`src/rtl/dad_pkg.sv`:
```
// ----------------------------------------------------------------------------
// dad_pkg
// Shared types, constants and the month-length table for the date adder.
// ----------------------------------------------------------------------------
`default_nettype none

package dad_pkg;

  // Month codes and calendar constants
  localparam logic [3:0] MONTH_JAN = 4'd1;
  localparam logic [3:0] MONTH_FEB = 4'd2;
  localparam logic [3:0] MONTH_DEC = 4'd12;
  localparam logic [4:0] FEB_LEAP_LEN   = 5'd29;
  localparam logic [4:0] FEB_COMMON_LEN = 5'd28;
  localparam logic [15:0] YEAR_MAX = 16'hFFFF;

  // Reciprocal of 100 scaled by 2^19, rounded down so the estimate never overshoots
  localparam int unsigned RECIP_100_SHIFT = 19;
  localparam logic [12:0] RECIP_100 = 13'd5242;
  localparam logic [7:0]  CENTURY   = 8'd100;
  localparam logic [6:0]  LAST_YEAR_OF_CENTURY = 7'd99;

  // Controller states
  typedef enum logic [2:0] {
    ST_IDLE,
    ST_DIV,
    ST_CHECK,
    ST_WALK,
    ST_DONE
  } state_e;

  // Controller to datapath commands
  typedef struct packed {
    logic load;
    logic div;
    logic check;
    logic step;
  } dad_cmd_t;

  // Datapath to controller status
  typedef struct packed {
    logic bad;
    logic fits;
  } dad_status_t;

  // Length of a month; February follows the leap flag
  function automatic logic [4:0] month_len(input logic [3:0] month, input logic leap);
    logic [4:0] len;
    case (month)
      4'd1:    len = 5'd31;
      4'd2:    len = leap ? FEB_LEAP_LEN : FEB_COMMON_LEN;
      4'd3:    len = 5'd31;
      4'd4:    len = 5'd30;
      4'd5:    len = 5'd31;
      4'd6:    len = 5'd30;
      4'd7:    len = 5'd31;
      4'd8:    len = 5'd31;
      4'd9:    len = 5'd30;
      4'd10:   len = 5'd31;
      4'd11:   len = 5'd30;
      4'd12:   len = 5'd31;
      default: len = 5'd31;
    endcase
    return len;
  endfunction

endpackage

`default_nettype wire

```
`src/rtl/date_add_days.sv`:
```
// ----------------------------------------------------------------------------
// date_add_days
// Adds a day count to a Gregorian date, one month per cycle.
// ----------------------------------------------------------------------------
// Sequence: load, divide for the century counters, check the start date, then
// one month step per month boundary crossed (up to about 2160) and the done
// strobe; an invalid start date skips the walk and goes from the check to done.
// One date at a time: the next start is taken the cycle after done, and
// the month-step loop in the datapath keeps the adder busy while it walks.
// Reset clears the sequencer and the result flags; the result strobe cannot be stalled.
`default_nettype none

module date_add_days
  import dad_pkg::*;
#(
  parameter int unsigned INCREMENT_BITS = 16
) (
  input  wire logic        clk_i,
  input  wire logic        rst_ni,
  input  wire logic        start_i,
  output logic             busy_o,
  input  wire logic [15:0] start_year_i,
  input  wire logic [3:0]  start_month_i,
  input  wire logic [4:0]  start_day_i,
  input  wire logic [15:0] days_to_add_i,
  output logic             done_o,
  output logic [15:0]      result_year_o,
  output logic [3:0]       result_month_o,
  output logic [4:0]       result_day_o,
  output logic             year_overflow_o,
  output logic             invalid_start_o
);

  dad_cmd_t    cmd;
  dad_status_t status;

  // Sequencer
  dad_ctrl u_ctrl (
    .clk_i    (clk_i),
    .rst_ni   (rst_ni),
    .start_i  (start_i),
    .status_i (status),
    .cmd_o    (cmd),
    .busy_o   (busy_o),
    .done_o   (done_o)
  );

  // Datapath
  dad_datapath #(
    .INCREMENT_BITS (INCREMENT_BITS)
  ) u_datapath (
    .clk_i           (clk_i),
    .rst_ni          (rst_ni),
    .cmd_i           (cmd),
    .start_year_i    (start_year_i),
    .start_month_i   (start_month_i),
    .start_day_i     (start_day_i),
    .days_to_add_i   (days_to_add_i),
    .status_o        (status),
    .result_year_o   (result_year_o),
    .result_month_o  (result_month_o),
    .result_day_o    (result_day_o),
    .year_overflow_o (year_overflow_o),
    .invalid_start_o (invalid_start_o)
  );

endmodule

`default_nettype wire

```
`src/rtl/dad_ctrl.sv`:
```
// ----------------------------------------------------------------------------
// dad_ctrl
// Sequencer for the date adder: prepares the century counters, checks the
// start date, walks one month per cycle for a valid date and strobes the result.
// ----------------------------------------------------------------------------
`default_nettype none

module dad_ctrl
  import dad_pkg::*;
(
  input  wire logic        clk_i,
  input  wire logic        rst_ni,
  input  wire logic        start_i,
  input  wire dad_status_t status_i,
  output dad_cmd_t         cmd_o,
  output logic             busy_o,
  output logic             done_o
);

  state_e state_q, state_d;

  // State register
  always_ff @(posedge clk_i or negedge rst_ni) begin
    if (!rst_ni) begin
      state_q <= ST_IDLE;
    end else begin
      state_q <= state_d;
    end
  end

  // Next state and commands
  always_comb begin
    state_d = state_q;
    cmd_o   = '0;
    busy_o  = 1'b1;
    done_o  = 1'b0;
    case (state_q)
      ST_IDLE: begin
        busy_o = 1'b0;
        if (start_i) begin
          cmd_o.load = 1'b1;
          state_d    = ST_DIV;
        end
      end
      ST_DIV: begin
        cmd_o.div = 1'b1;
        state_d   = ST_CHECK;
      end
      ST_CHECK: begin
        cmd_o.check = 1'b1;
        state_d     = status_i.bad ? ST_DONE : ST_WALK;
      end
      ST_WALK: begin
        cmd_o.step = 1'b1;
        if (status_i.fits) begin
          state_d = ST_DONE;
        end
      end
      ST_DONE: begin
        done_o  = 1'b1;
        state_d = ST_IDLE;
      end
      default: begin
        state_d = ST_IDLE;
      end
    endcase
  end

  // A beat taken in idle starts the preparation
  a_start_busy: assert property (@(posedge clk_i) disable iff (!rst_ni)
    (start_i && !busy_o) |=> (busy_o && state_q == ST_DIV))
    else $error("accepted beat did not start the sequence");

  // The result strobe lasts one cycle and is followed by idle
  a_done_pulse: assert property (@(posedge clk_i) disable iff (!rst_ni)
    done_o |=> (!done_o && !busy_o))
    else $error("result strobe not a single cycle");

  // The walk is only entered from a check that found a valid date
  a_walk_entry: assert property (@(posedge clk_i) disable iff (!rst_ni)
    (state_q == ST_CHECK && status_i.bad) |=> done_o)
    else $error("invalid start date did not go straight to the result");

endmodule

`default_nettype wire

```
`src/rtl/dad_datapath.sv`:
```
// ----------------------------------------------------------------------------
// dad_datapath
// Date registers, century counters for the leap rule, and the month step.
// ----------------------------------------------------------------------------
`default_nettype none

module dad_datapath
  import dad_pkg::*;
#(
  parameter int unsigned INCREMENT_BITS = 16
) (
  input  wire logic        clk_i,
  input  wire logic        rst_ni,
  input  wire dad_cmd_t    cmd_i,
  input  wire logic [15:0] start_year_i,
  input  wire logic [3:0]  start_month_i,
  input  wire logic [4:0]  start_day_i,
  input  wire logic [15:0] days_to_add_i,
  output dad_status_t      status_o,
  output logic [15:0]      result_year_o,
  output logic [3:0]       result_month_o,
  output logic [4:0]       result_day_o,
  output logic             year_overflow_o,
  output logic             invalid_start_o
);

  // Step width covers both the day field and the day count, plus a carry
  localparam int unsigned SW = ((INCREMENT_BITS > 5) ? INCREMENT_BITS : 5) + 1;

  logic [15:0]               year_q;
  logic [3:0]                month_q;
  logic [4:0]                day_q;
  logic [INCREMENT_BITS-1:0] inc_q;
  logic [9:0]                cent_est_q;
  logic [6:0]                mod100_q;
  logic [1:0]                cent4_q;
  logic                      ovf_q;
  logic                      bad_q;

  // Trim or widen the day count to the increment width
  logic [INCREMENT_BITS+15:0] inc_ext;
  assign inc_ext = {{INCREMENT_BITS{1'b0}}, days_to_add_i};

  // Century estimate: year * 5242 >> 19 is either floor(year/100) or one less
  logic [28:0] prod;
  assign prod = 29'(year_q) * 29'(RECIP_100);

  // Remainder and one correction step
  logic [16:0] cent_x100;
  logic [16:0] rem_wide;
  logic [7:0]  rem_raw;
  logic        rem_corr;
  logic [6:0]  rem_mod100;
  logic [1:0]  rem_cent4;
  assign cent_x100  = 17'(cent_est_q) * 17'(CENTURY);
  assign rem_wide   = 17'(year_q) - cent_x100;
  assign rem_raw    = rem_wide[7:0];
  assign rem_corr   = rem_raw >= CENTURY;
  assign rem_mod100 = rem_corr ? 7'(rem_raw - CENTURY) : rem_raw[6:0];
  assign rem_cent4  = cent_est_q[1:0] + 2'(rem_corr);

  // Leap flag for the start check and for the walk
  logic leap_chk;
  logic leap_walk;
  assign leap_chk  = (year_q[1:0] == 2'd0) && ((rem_mod100 != 7'd0) || (rem_cent4 == 2'd0));
  assign leap_walk = (year_q[1:0] == 2'd0) && ((mod100_q != 7'd0) || (cent4_q == 2'd0));

  // Start date validity
  logic [4:0] len_chk;
  logic       chk_bad;
  assign len_chk = month_len(month_q, leap_chk);
  assign chk_bad = (month_q < MONTH_JAN) || (month_q > MONTH_DEC) ||
                   (day_q == 5'd0) || (day_q > len_chk);

  // Month step: finish in this month or jump to the first of the next
  logic [4:0]    len_walk;
  logic [SW-1:0] day_sum;
  logic [SW-1:0] skip;
  logic [SW-1:0] inc_left;
  logic          step_fits;
  assign len_walk  = month_len(month_q, leap_walk);
  assign day_sum   = SW'(day_q) + SW'(inc_q);
  assign step_fits = day_sum <= SW'(len_walk);
  assign skip      = SW'(len_walk) - SW'(day_q) + SW'(1);
  assign inc_left  = SW'(inc_q) - skip;

  assign status_o = '{bad: chk_bad, fits: step_fits};

  // Control flags
  always_ff @(posedge clk_i or negedge rst_ni) begin
    if (!rst_ni) begin
      ovf_q <= 1'b0;
      bad_q <= 1'b0;
    end else if (cmd_i.load) begin
      ovf_q <= 1'b0;
      bad_q <= 1'b0;
    end else if (cmd_i.check) begin
      bad_q <= chk_bad;
    end else if (cmd_i.step && !step_fits &&
                 month_q == MONTH_DEC && year_q == YEAR_MAX) begin
      ovf_q <= 1'b1;
    end
  end

  // Date and counter registers
  always_ff @(posedge clk_i) begin
    if (cmd_i.load) begin
      year_q  <= start_year_i;
      month_q <= start_month_i;
      day_q   <= start_day_i;
      inc_q   <= inc_ext[INCREMENT_BITS-1:0];
    end else if (cmd_i.div) begin
      cent_est_q <= prod[RECIP_100_SHIFT+9:RECIP_100_SHIFT];
    end else if (cmd_i.check) begin
      mod100_q <= rem_mod100;
      cent4_q  <= rem_cent4;
    end else if (cmd_i.step) begin
      if (step_fits) begin
        day_q <= day_sum[4:0];
      end else begin
        inc_q <= inc_left[INCREMENT_BITS-1:0];
        day_q <= 5'd1;
        if (month_q == MONTH_DEC) begin
          month_q <= MONTH_JAN;
          // Hold the year at its top value; counters stay with it
          if (year_q != YEAR_MAX) begin
            year_q <= year_q + 16'd1;
            if (mod100_q == LAST_YEAR_OF_CENTURY) begin
              mod100_q <= 7'd0;
              cent4_q  <= cent4_q + 2'd1;
            end else begin
              mod100_q <= mod100_q + 7'd1;
            end
          end
        end else begin
          month_q <= month_q + 4'd1;
        end
      end
    end
  end

  assign result_year_o   = year_q;
  assign result_month_o  = month_q;
  assign result_day_o    = day_q;
  assign year_overflow_o = ovf_q;
  assign invalid_start_o = bad_q;

endmodule

`default_nettype wire

```
`config.mk`:
```
export PLATFORM = sky130hd
export DESIGN_NAME = date_add_days
export DESIGN_NICKNAME = d
export VERILOG_FILES = /design/src/rtl/dad_pkg.sv /design/src/rtl/date_add_days.sv /design/src/rtl/dad_ctrl.sv /design/src/rtl/dad_datapath.sv
export SDC_FILE = /design/constraint.sdc
export NUM_CORES = 1
export LEC_CHECK = 0
export BUFFER_PORTS_ARGS = -buffer_cell sky130_fd_sc_hd__buf_2
export CAP_MARGIN = 20
export CORE_MARGIN = 1
export CORE_UTILIZATION = 50
export DETAILED_ROUTE_END_ITERATION = 6
export PLACE_DENSITY = 0.69
export SETUP_SLACK_MARGIN = 0.4
export SKIP_CTS_REPAIR_TIMING = 1
export SLEW_MARGIN = 20
export SYNTH_ARGS = -nofsm -noshare
export SYNTH_HDL_FRONTEND = slang
export SYNTH_SLANG_ARGS = --single-unit
```
`constraint.sdc`:
```
create_clock -name clk_i -period 10.2 [get_ports clk_i]
set_input_delay 2.55 -clock clk_i [delete_from_list [all_inputs] [get_ports clk_i]]
set_output_delay 2.55 -clock clk_i [all_outputs]
set_load 0.01 [all_outputs]
```
# Word level (Yosys, flattened, before mapping)
# Cells that the tools add are included.
[classes]
multipliers = 2
muxes = 56
add_sub_neg = 11
order_cmp = 5
eq_ne = 19
n_reduce_logical = 36
n_bitwise = 2
[ops]
columns = ["operator", "count"]
rows = [
  ["16-bit two-way mux", 12],
  ["7-bit two-way mux", 7],
  ["16-bit by 1-bit adder with 16-bit output, second input constant", 2],
  ["16-bit by 12-bit multiplier with 28-bit output, second input constant", 1],
  ["5-bit two-way mux", 5],
  ["4-bit two-way mux", 6],
  ["5-bit case mux with 2 select lines", 2],
  ["2-bit nonzero test", 9],
  ["5-bit by 16-bit adder with 17-bit output", 1],
  ["17-bit by 5-bit <= comparator with 1-bit output", 1],
  ["16-bit == test, second input constant", 1],
  ["16-bit != test, second input constant", 1],
  ["16-bit subtractor", 1],
  ["1-bit two-way mux", 14],
  ["7-bit nonzero test", 2],
  ["4-bit == test, second input constant", 3],
  ["2-bit two-way mux", 6],
  ["3-bit case mux with 4 select lines", 1],
  ["6-bit AND reduction", 2],
  ["10-bit by 5-bit multiplier with 6-bit output, second input constant", 1],
  ["3-bit two-way mux", 3],
  ["4-bit by 3-bit == test with 1-bit output, second input constant", 2],
  ["8-bit by 7-bit >= comparator with 1-bit output, second input constant", 1],
  ["8-bit subtractor", 1],
  ["28 further kinds", 46],
]
[word_totals]
word_cells = 141
register_bits = 65
output_inout_bits = 29

# Longest topological paths before layout
# Gate-level depths: netlist (run 1).
[depth]
ltp_word = 13
ltp_mapped = 23
mapped_depth_nobuf = 23

# Cells and area by module
# From an unflattened synthesis (run 1), not the netlist that was laid out.
[hier_totals]
hier_cells = 834
hier_area_um2 = 8021.4
[modules_own_cells]
columns = ["module", "area_each_um2", "n_inst", "cells_per_inst", "seq_area_each_um2"]
rows = [
  ["dad_datapath", 7821.3, 1, 812, 1731.7],
  ["dad_ctrl", 200.2, 1, 22, 75.1],
]

# Worst setup path after synthesis (run 1)
# Ideal clock, no wire load.
[synth_path]
kind = "input -> register"
from = "input start_i"
to = "register u_datapath.year_q[0] (netlist: u_datapath.result_year_o[0]) (enable)"
path_buffers = 0
path_slack_ps = 5244
arrival_time_ps = 4521
setup_time_ps = 436
cell_stages = 3
required_ps = 9764
path_cell_list = "nand2_1 a21o_1 o41ai_1"
[synth_between]
elab_chain_cells = 4
[synth_lines]
columns = ["item", "line", "rtl"]
rows = [
  ["start, declared", "date_add_days.sv:20", "input wire logic start_i,"],
  ["1-bit two-way mux *", "dad_ctrl.sv:40", "if (start_i) begin"],
  ["1-bit two-way mux *", "dad_ctrl.sv:37", "case (state_q)"],
  ["2-bit != test (no line) (tied with other cells)", "n/a", ""],
  ["6-bit AND reduction (no line) *", "n/a", ""],
  ["end signal, assigned", "dad_datapath.sv:108", "year_q <= start_year_i;"],
  ["end signal, assigned", "dad_datapath.sv:127", "year_q <= year_q + 16'd1;"],
  ["end, declared", "dad_datapath.sv:30", "logic [15:0] year_q;"],
]
# Mark *: on every way between the ends. The rest lies on a longest branch, timed or not.
# A chain may end at the register's enable or synchronous reset.

# Worst setup path after layout (run 1)
[layout_path]
from = "register u_datapath.year_q[5] (netlist: u_datapath.result_year_o[5])"
to = "register u_datapath.cent_est_q[5] (data pin)"
[layout_between]
elab_chain_cells = 1
[layout_lines]
columns = ["item", "line", "rtl"]
rows = [
  ["16-bit by 12-bit multiplier with 28-bit output", "dad_datapath.sv:46", "assign prod = 29'(year_q) * 29'(RECIP_100);"],
  ["net u_datapath.prod[24]", "dad_datapath.sv:45", "logic [28:0] prod;"],
  ["end signal, assigned", "dad_datapath.sv:113", "cent_est_q <= prod[RECIP_100_SHIFT+9:RECIP_100_SHIFT];"],
  ["end, declared", "dad_datapath.sv:34", "logic [9:0] cent_est_q;"],
]
# The timed path passes the listed nets, and every way through them passes these cells.

==> results.json, run 1 <==
{
  "status": "completed",
  "drt-total-wl_um": 17700,
  "clk_latency_ns": 0.33,
  "rsz0062_at_grt": "no",
  "hp-start": "u_datapath.year_overflow_o$_DFFE_PN0P_",
  "cp.required_ns": 10.33,
  "slew_headroom_pct": 45.4,
  "maxClockFrequency_ghz": 0.198,
  "yosysSeqAreaShare_pct": 22.7,
  "synthMuxAreaShare_pct": 0.534,
  "antenna_found_initial": 0,
  "synth.area.top_cells": "ha_1 (22%), edfxtp_1 (21%), fa_1 (16%)",
  "cp-start-kind": "register",
  "hold_depth": 2,
  "fin_nets": 1155,
  "synth_commonest_cells": "ha_1 (139), inv_1 (129), fa_1 (64)",
  "final_area_mm2": 0.00882,
  "reg2regPathDepth": 15,
  "ant_nets": 0,
  "p_leak_nw": 4.52,
  "synth-warning-count": 0,
  "area_growth_pct": 10.8,
  "globalRoute.totalOverflow": 0,
  "seqCellArea_mm2": 0.00181,
  "hold_class": "reg2reg",
  "die_x_um": 128,
  "ir_drop_uv": 66.4,
  "synth_top_family_by_area": "adder cells",
  "cts_tree": "built",
  "synth_nets": 1082,
  "wl_per_cell_um": 15.7,
  "fillers": 1367,
  "finalCritPeriodShare_pct": 49.4,
  "synth_adder_area_share_pct": 37.9,
  "grt_max_degree": 34,
  "final_util_pct": 57.4,
  "place_area_mm2": 0.00857,
  "synth_top_area_cell": "ha_1",
  "fp-row-count": 45,
  "start_util_pct": 51.8,
  "fin_cells": 1124,
  "cp_common_cell": "fa_1",
  "hold_end": "u_datapath.year_overflow_o$_DFFE_PN0P_",
  "dp_hpwl_um": 14300,
  "core_area_mm2": 0.0154,
  "fin_worst_skew_ns": 0.00735,
  "io_buffers": 72,
  "dp.cells": 1108,
  "synth-main-ff-cell": "edfxtp_1",
  "drive_gt1_share_pct": 11.8,
  "dieArea_mm2": 0.0164,
  "synth-xor-area-share_pct": 6.88,
  "cts-root-buf": "clkbuf_16",
  "gp_congestion": 0.903,
  "vias": 5971,
  "synthCells": 835,
  "drt-initial-drc-count": 402,
  "grt_pass1_wl_um": 29300,
  "endpoint_kind": "register",
  "path_cells": "fa_1, ha_1, inv_1, fa_1, inv_1, fa_1, fa_1, ha_1, a21o_1, a211o_1, a211oi_1, o41a_1, o21ai_1, mux2i_1, nor4bb_1",
  "cts_num_sinks": 61,
  "path_class": "reg2reg",
  "die_h_um": 128,
  "htree_levels": 3,
  "synth-simple-area-share_pct": 12.0,
  "synth-async-reset-ratio_pct": 8.20,
  "grt_use_total_pct": 22.9,
  "netlist.area_leader.share_pct": 21.8,
  "r2r-end": "u_datapath.cent_est_q[5]$_DFFE_PP_",
  "finalSetupViolations": 0,
  "diodes": 0,
  "clk_path_buf_depth": 2,
  "yosys_register_bits": 61,
  "slowest_delay_ns": 0.61,
  "grt_pass1_vias": 5870,
  "period_needed_ns": 5.04,
  "drt_first_pass_iters": 5,
  "synth_area_per_cell_um2": 9.53,
  "syn_area_mm2": 0.00796,
  "slew_violations": 0,
  "synth.most_common_cell": "ha_1",
  "yosysUniqueCellTypes": 62,
  "timing.rr.start": "u_datapath.result_year_o[5]$_DFFE_PP_",
  "tightest_slew_ns": 0.817,
  "synth-compound-area-share_pct": 13.1,
  "drv_cap": 0,
  "crit_fanout": 10,
  "numCtsBuffers": 9,
  "regToRegSetupSlack_ns": 5.16,
  "multi_input_area_mm2": 0.00563,
  "worst_hold_slack_ns": 0.508,
  "drc": 0,
  "io_pins": 73,
  "routed_via_density": 5.31,
  "hold_violations": 0,
  "p_per_area_mw_per_mm2": 62.4,
  "critPathSlowestCell": "fa_1",
  "clkTransAtPathRegs_ns": 0.05,
  "cp_data_arrival_time_ns": 5.18,
  "synth-edff-count": 56,
  "tns_ns": 0
}
==> how the worst max path moves through the flow <==
stage	from	to	slack (ns)
2_1_floorplan	start_i	u_datapath.result_year_o[0]$_DFFE_PP_	5.24
3_3_place_gp	u_datapath.result_year_o[5]$_DFFE_PP_	u_datapath.cent_est_q[5]$_DFFE_PP_	5.26
3_5_place_dp	u_datapath.result_year_o[5]$_DFFE_PP_	u_datapath.cent_est_q[5]$_DFFE_PP_	5.18
4_1_cts	u_datapath.result_year_o[5]$_DFFE_PP_	u_datapath.cent_est_q[5]$_DFFE_PP_	5.16
5_1_grt	u_datapath.result_year_o[2]$_DFFE_PP_	u_ctrl.state_q[0]$_DFFE_PN0P_	4.76
6_report	u_datapath.result_year_o[5]$_DFFE_PP_	u_datapath.cent_est_q[5]$_DFFE_PP_	5.16
==> sequential cells by signal, indices dropped and copies added, names as in the netlist <==
| name | count |
|---|---|
| u_datapath.mod100_q | 7 |
| u_datapath.inc_q | 16 |
| u_datapath.result_month_o | 4 |
| u_datapath.cent_est_q | 6 |
| u_datapath.invalid_start_o | 1 |
| u_datapath.result_year_o | 16 |
| u_datapath.result_day_o | 5 |
| u_datapath.cent4_q | 2 |
| u_datapath.year_overflow_o | 1 |
| u_ctrl.state_q | 3 |
==> critical path, delay by kind of cell (launching register included) <==
family	cells	cell delay [ns]
adders and majority gates	6	2.49
muxes	1	0.15
DFF	1	0.58
buffers and inverters	2	0.10
AOI/OAI and AO/OA	5	1.23
and+or+nand+nor	1	0.31
==> logic make-up after synthesis <==
logic type / after synthesis
compound gates: 165
xor+xnor: 60
fa+ha+maj: 203
buf+inv: 143
flops: 61
mux: 4
simple gates: 199
==> cell type report <==
type,count,area share [%]
flip-flops and latches,61,20.5
multi-input cells,631,63.7
clock inverters,2,0.113
clock buffers,14,2.76
inverters,129,5.49
repair buffers,76,4.42
well taps,211,2.99
==> cell usage in the layout, fill, tap and decap left out, types with 4 or more instances in the layout <==
master / count
xor2_1: 20
ha_1: 139
fa_1: 64
nand4_1: 5
dfrtp_1: 5
buf_4: 4
a31oi_1: 6
o22ai_1: 6
xnor2_1: 37
clkbuf_1: 5
nor2_1: 53
a21o_1: 15
nand3_1: 17
clkbuf_16: 9
o21a_1: 8
a211oi_1: 9
nand2_1: 63
or2_2: 6
or3_1: 6
edfxtp_1: 56
nor2b_1: 7
o21ai_0: 47
a21oi_1: 41
inv_1: 129
nand2b_1: 5
o211ai_1: 5
nor3_1: 8
and2_1: 5
buf_2: 72
and3_1: 7
==> stage by stage <==
step,total power [mW],setup slack (ns)
4_1_cts,0.553,5.16
3_3_place_gp,0.283,5.26
3_5_place_dp,0.283,5.18
6_report,0.550,5.16
2_1_floorplan,0.274,5.24
5_1_grt,0.566,4.76
==> report_power, final <==
group | switching (mW) | leakage (nW) | internal [mW] | total, mW
Clock | 0.109 | 0.125 | 0.164 | 0.273
Sequential | 0 | 0.641 | 0.269 | 0.269
Combinational | 0.00269 | 3.75 | 0.00581 | 0.00850
==> metal layers <==
layer | part of all wire, % | vias to the layer above | routed length, um | track usage [%]
met2 | 45 | 118 | 7930 | 35.6
met5 | 0 | - | 0 | 0
met4 | 0.93 | 0 | 165 | 4.15
met3 | 4.3 | 13 | 754 | 3.51
met1 | 50 | 2830 | 8830 | 33.7
li1 | - | 3010 | - | -
Note: power is estimated with default switching activity, not from simulation.
==> inputs of run 2 (changes only) <==
PLACE_DENSITY = 0.72   (was 0.69)
clock period = 4.6 ns   (was 10.2 ns; I/O delays follow)
==> run 2 against run 1 <==
  * Sequential share of layout area shrank 1.5 points
  * Worst setup slack got worse by 5.2 ns
  * The run now ends with negative setup slack left
  * Highest routed layer unchanged
  * Utilization is 4.6 points higher
  * First-iteration DRC count fell by 10%
  * Global-route usage is 1.1 points higher
  * Largest power group unchanged
  * Register-to-register slack lost 5.2 ns
  * Critical path depth unchanged
  * Flip-flop and latch count stayed put
  * Critical endpoint unchanged
  * Critical path type unchanged
  * Clock power increased by 140%
  * Largest cell class unchanged
  * Cell area is 8.1% higher
==> results.json, run 2 (synthesized netlist as in run 1, its figures left out) <==
{
  "status": "finished, violations left",
  "violations": "negative setup slack",
  "die_h_um": 128,
  "grt_max_degree": 37,
  "fp-row-count": 45,
  "rsz0062_at_grt": "yes",
  "ant_nets": 0,
  "grt_pass1_vias": 6178,
  "use_met1_pct": 33.0,
  "internal_power_mw": 1.02,
  "worst_hold_slack_ns": 0.486,
  "clk_latency_ns": 0.34,
  "period_needed_ns": 4.68,
  "finalCritPeriodShare_pct": 102,
  "drt-total-wl_um": 18900,
  "grt_use_total_pct": 23.9,
  "cts_tree": "built",
  "antenna_found_initial": 0,
  "routed_via_density": 5.39,
  "hold_violations": 0,
  "maxClockFrequency_ghz": 0.214,
  "io_pins": 73,
  "pwr-share-seq_pct": 47.4,
  "fin_worst_skew_ns": 0.00748,
  "core_area_mm2": 0.0154,
  "clkTransAtPathRegs_ns": 0.05,
  "dp_hpwl_um": 14700,
  "finalSetupViolations": 4,
  "hold_class": "reg2reg",
  "numCtsBuffers": 9,
  "cp-start-kind": "register",
  "crit_fanout": 7,
  "wl_per_cell_um": 16.1,
  "clk_path_buf_depth": 2,
  "path_class": "reg2reg",
  "cts_num_sinks": 61,
  "htree_levels": 3,
  "grt_util_met3_pct": 4.51,
  "io_buffers": 72,
  "cp.required_ns": 4.76,
  "cts-root-buf": "clkbuf_16",
  "drt-initial-drc-count": 361,
  "dieArea_mm2": 0.0164,
  "grt_pass1_wl_um": 30400,
  "die_x_um": 128,
  "slew_violations": 0,
  "drive_gt1_share_pct": 21.7,
  "cp_data_arrival_time_ns": 4.83,
  "globalRoute.totalOverflow": 0,
  "place_ws_ns": -0.0421,
  "gp_congestion": 0.846,
  "clkPwrFrac_pct": 51.1,
  "vias": 6301,
  "grt_busiest_layer": "met2",
  "diodes": 0,
  "drt_first_pass_iters": 5,
  "tightest_slew_ns": 0.848,
  "final_common_cell": "ha_1",
  "ir_drop_uv": 168,
  "slew_headroom_pct": 43.4,
  "area_growth_pct": 19.8,
  "grt_use_met2_pct": 39.1,
  "p_leak_nw": 4.81,
  "p_per_area_mw_per_mm2": 132,
  "endpoint_kind": "register",
  "drc": 0,
  "p_comb_share_pct": 1.5,
  "setup_slack_ns": -0.0754,
  "layout_common_cells": "ha_1 (124), inv_1 (123), buf_2 (72)",
  "switchingPower_mw": 0.239,
  "start_util_pct": 51.8,
  "tns_ns": -0.196,
  "switching_share_pct": 18.9,
  "totalPowerFinal_mw": 1.26,
  "drv_cap": 0,
  "fin_nets": 1202
}
[run 2: critical path: stages (launching register included)]
cell and delay, ns:
edfxtp_1 0.51, fa_1 0.58, ha_2 0.17, inv_2 0.03, fa_1 0.48, inv_2 0.04
fa_1 0.47, fa_1 0.52, ha_4 0.29, a21o_1 0.10, a211o_1 0.14, a211oi_2 0.05
o41a_1 0.50, o21ai_2 0.26, mux2i_1 0.10, nor4bb_1 0.26
[run 2: path summary, 6_finish.rpt]
path | start | to | slack [ns] | cells after the start
max in group asynchronous | rst_ni | u_datapath.year_overflow_o$_DFFE_PN0P_ | 3.81 | 1
worst max register to register | u_datapath.result_year_o[5]$_DFFE_PP_ | u_datapath.cent_est_q[5]$_DFFE_PP_ | -0.08 | 15
min in group asynchronous | rst_ni | u_ctrl.state_q[2]$_DFFE_PN0P_ | 0.63 | 1
worst min register to register | u_datapath.year_overflow_o$_DFFE_PN0P_ | u_datapath.year_overflow_o$_DFFE_PN0P_ | 0.49 | 2
worst min-delay path | u_datapath.year_overflow_o$_DFFE_PN0P_ | u_datapath.year_overflow_o$_DFFE_PN0P_ | 0.49 | 2
worst max-delay path | u_datapath.result_year_o[5]$_DFFE_PP_ | u_datapath.cent_est_q[5]$_DFFE_PP_ | -0.08 | 15
[run 2: per-layer routing]
layer / part of all wire [%] / vias to the layer above
met5: 0 / -
met4: 1.6 / 0
met3: 3.7 / 23
met2: 48 / 140
met1: 47 / 3029
li1: - / 3109
[run 2: cell type report]
class	instances	area (um2)
clock buffer	12	236
clock inverter	3	37.5
fill	1259	5830
inverter	129	487
multi-input combinational	631	5940
sequential	61	1810
tap	211	264
timing repair buffer	123	771
[run 2: power groups by stage]
stage / Clock [mW] / Sequential [mW] / Combinational, mW
after floorplan: 0 / 0.608 / 0.000353
after global placement: 0 / 0.608 / 0.0192
after detailed placement: 0 / 0.608 / 0.0192
after CTS: 0.656 / 0.597 / 0.0193
after global routing: 0.683 / 0.597 / 0.0208
final: 0.645 / 0.597 / 0.0193
[run 2: per-stage QoR]
stage                     util [%]  instances  instance area (um2)
final                         62.1       1170                 9540
after global routing          62.1       1170                 9540
after CTS                     59.2       1152                 9090
after detailed placement      57.4       1137                 8820
after global placement        57.4       1137                 8820
after floorplan                  -        835                 7990
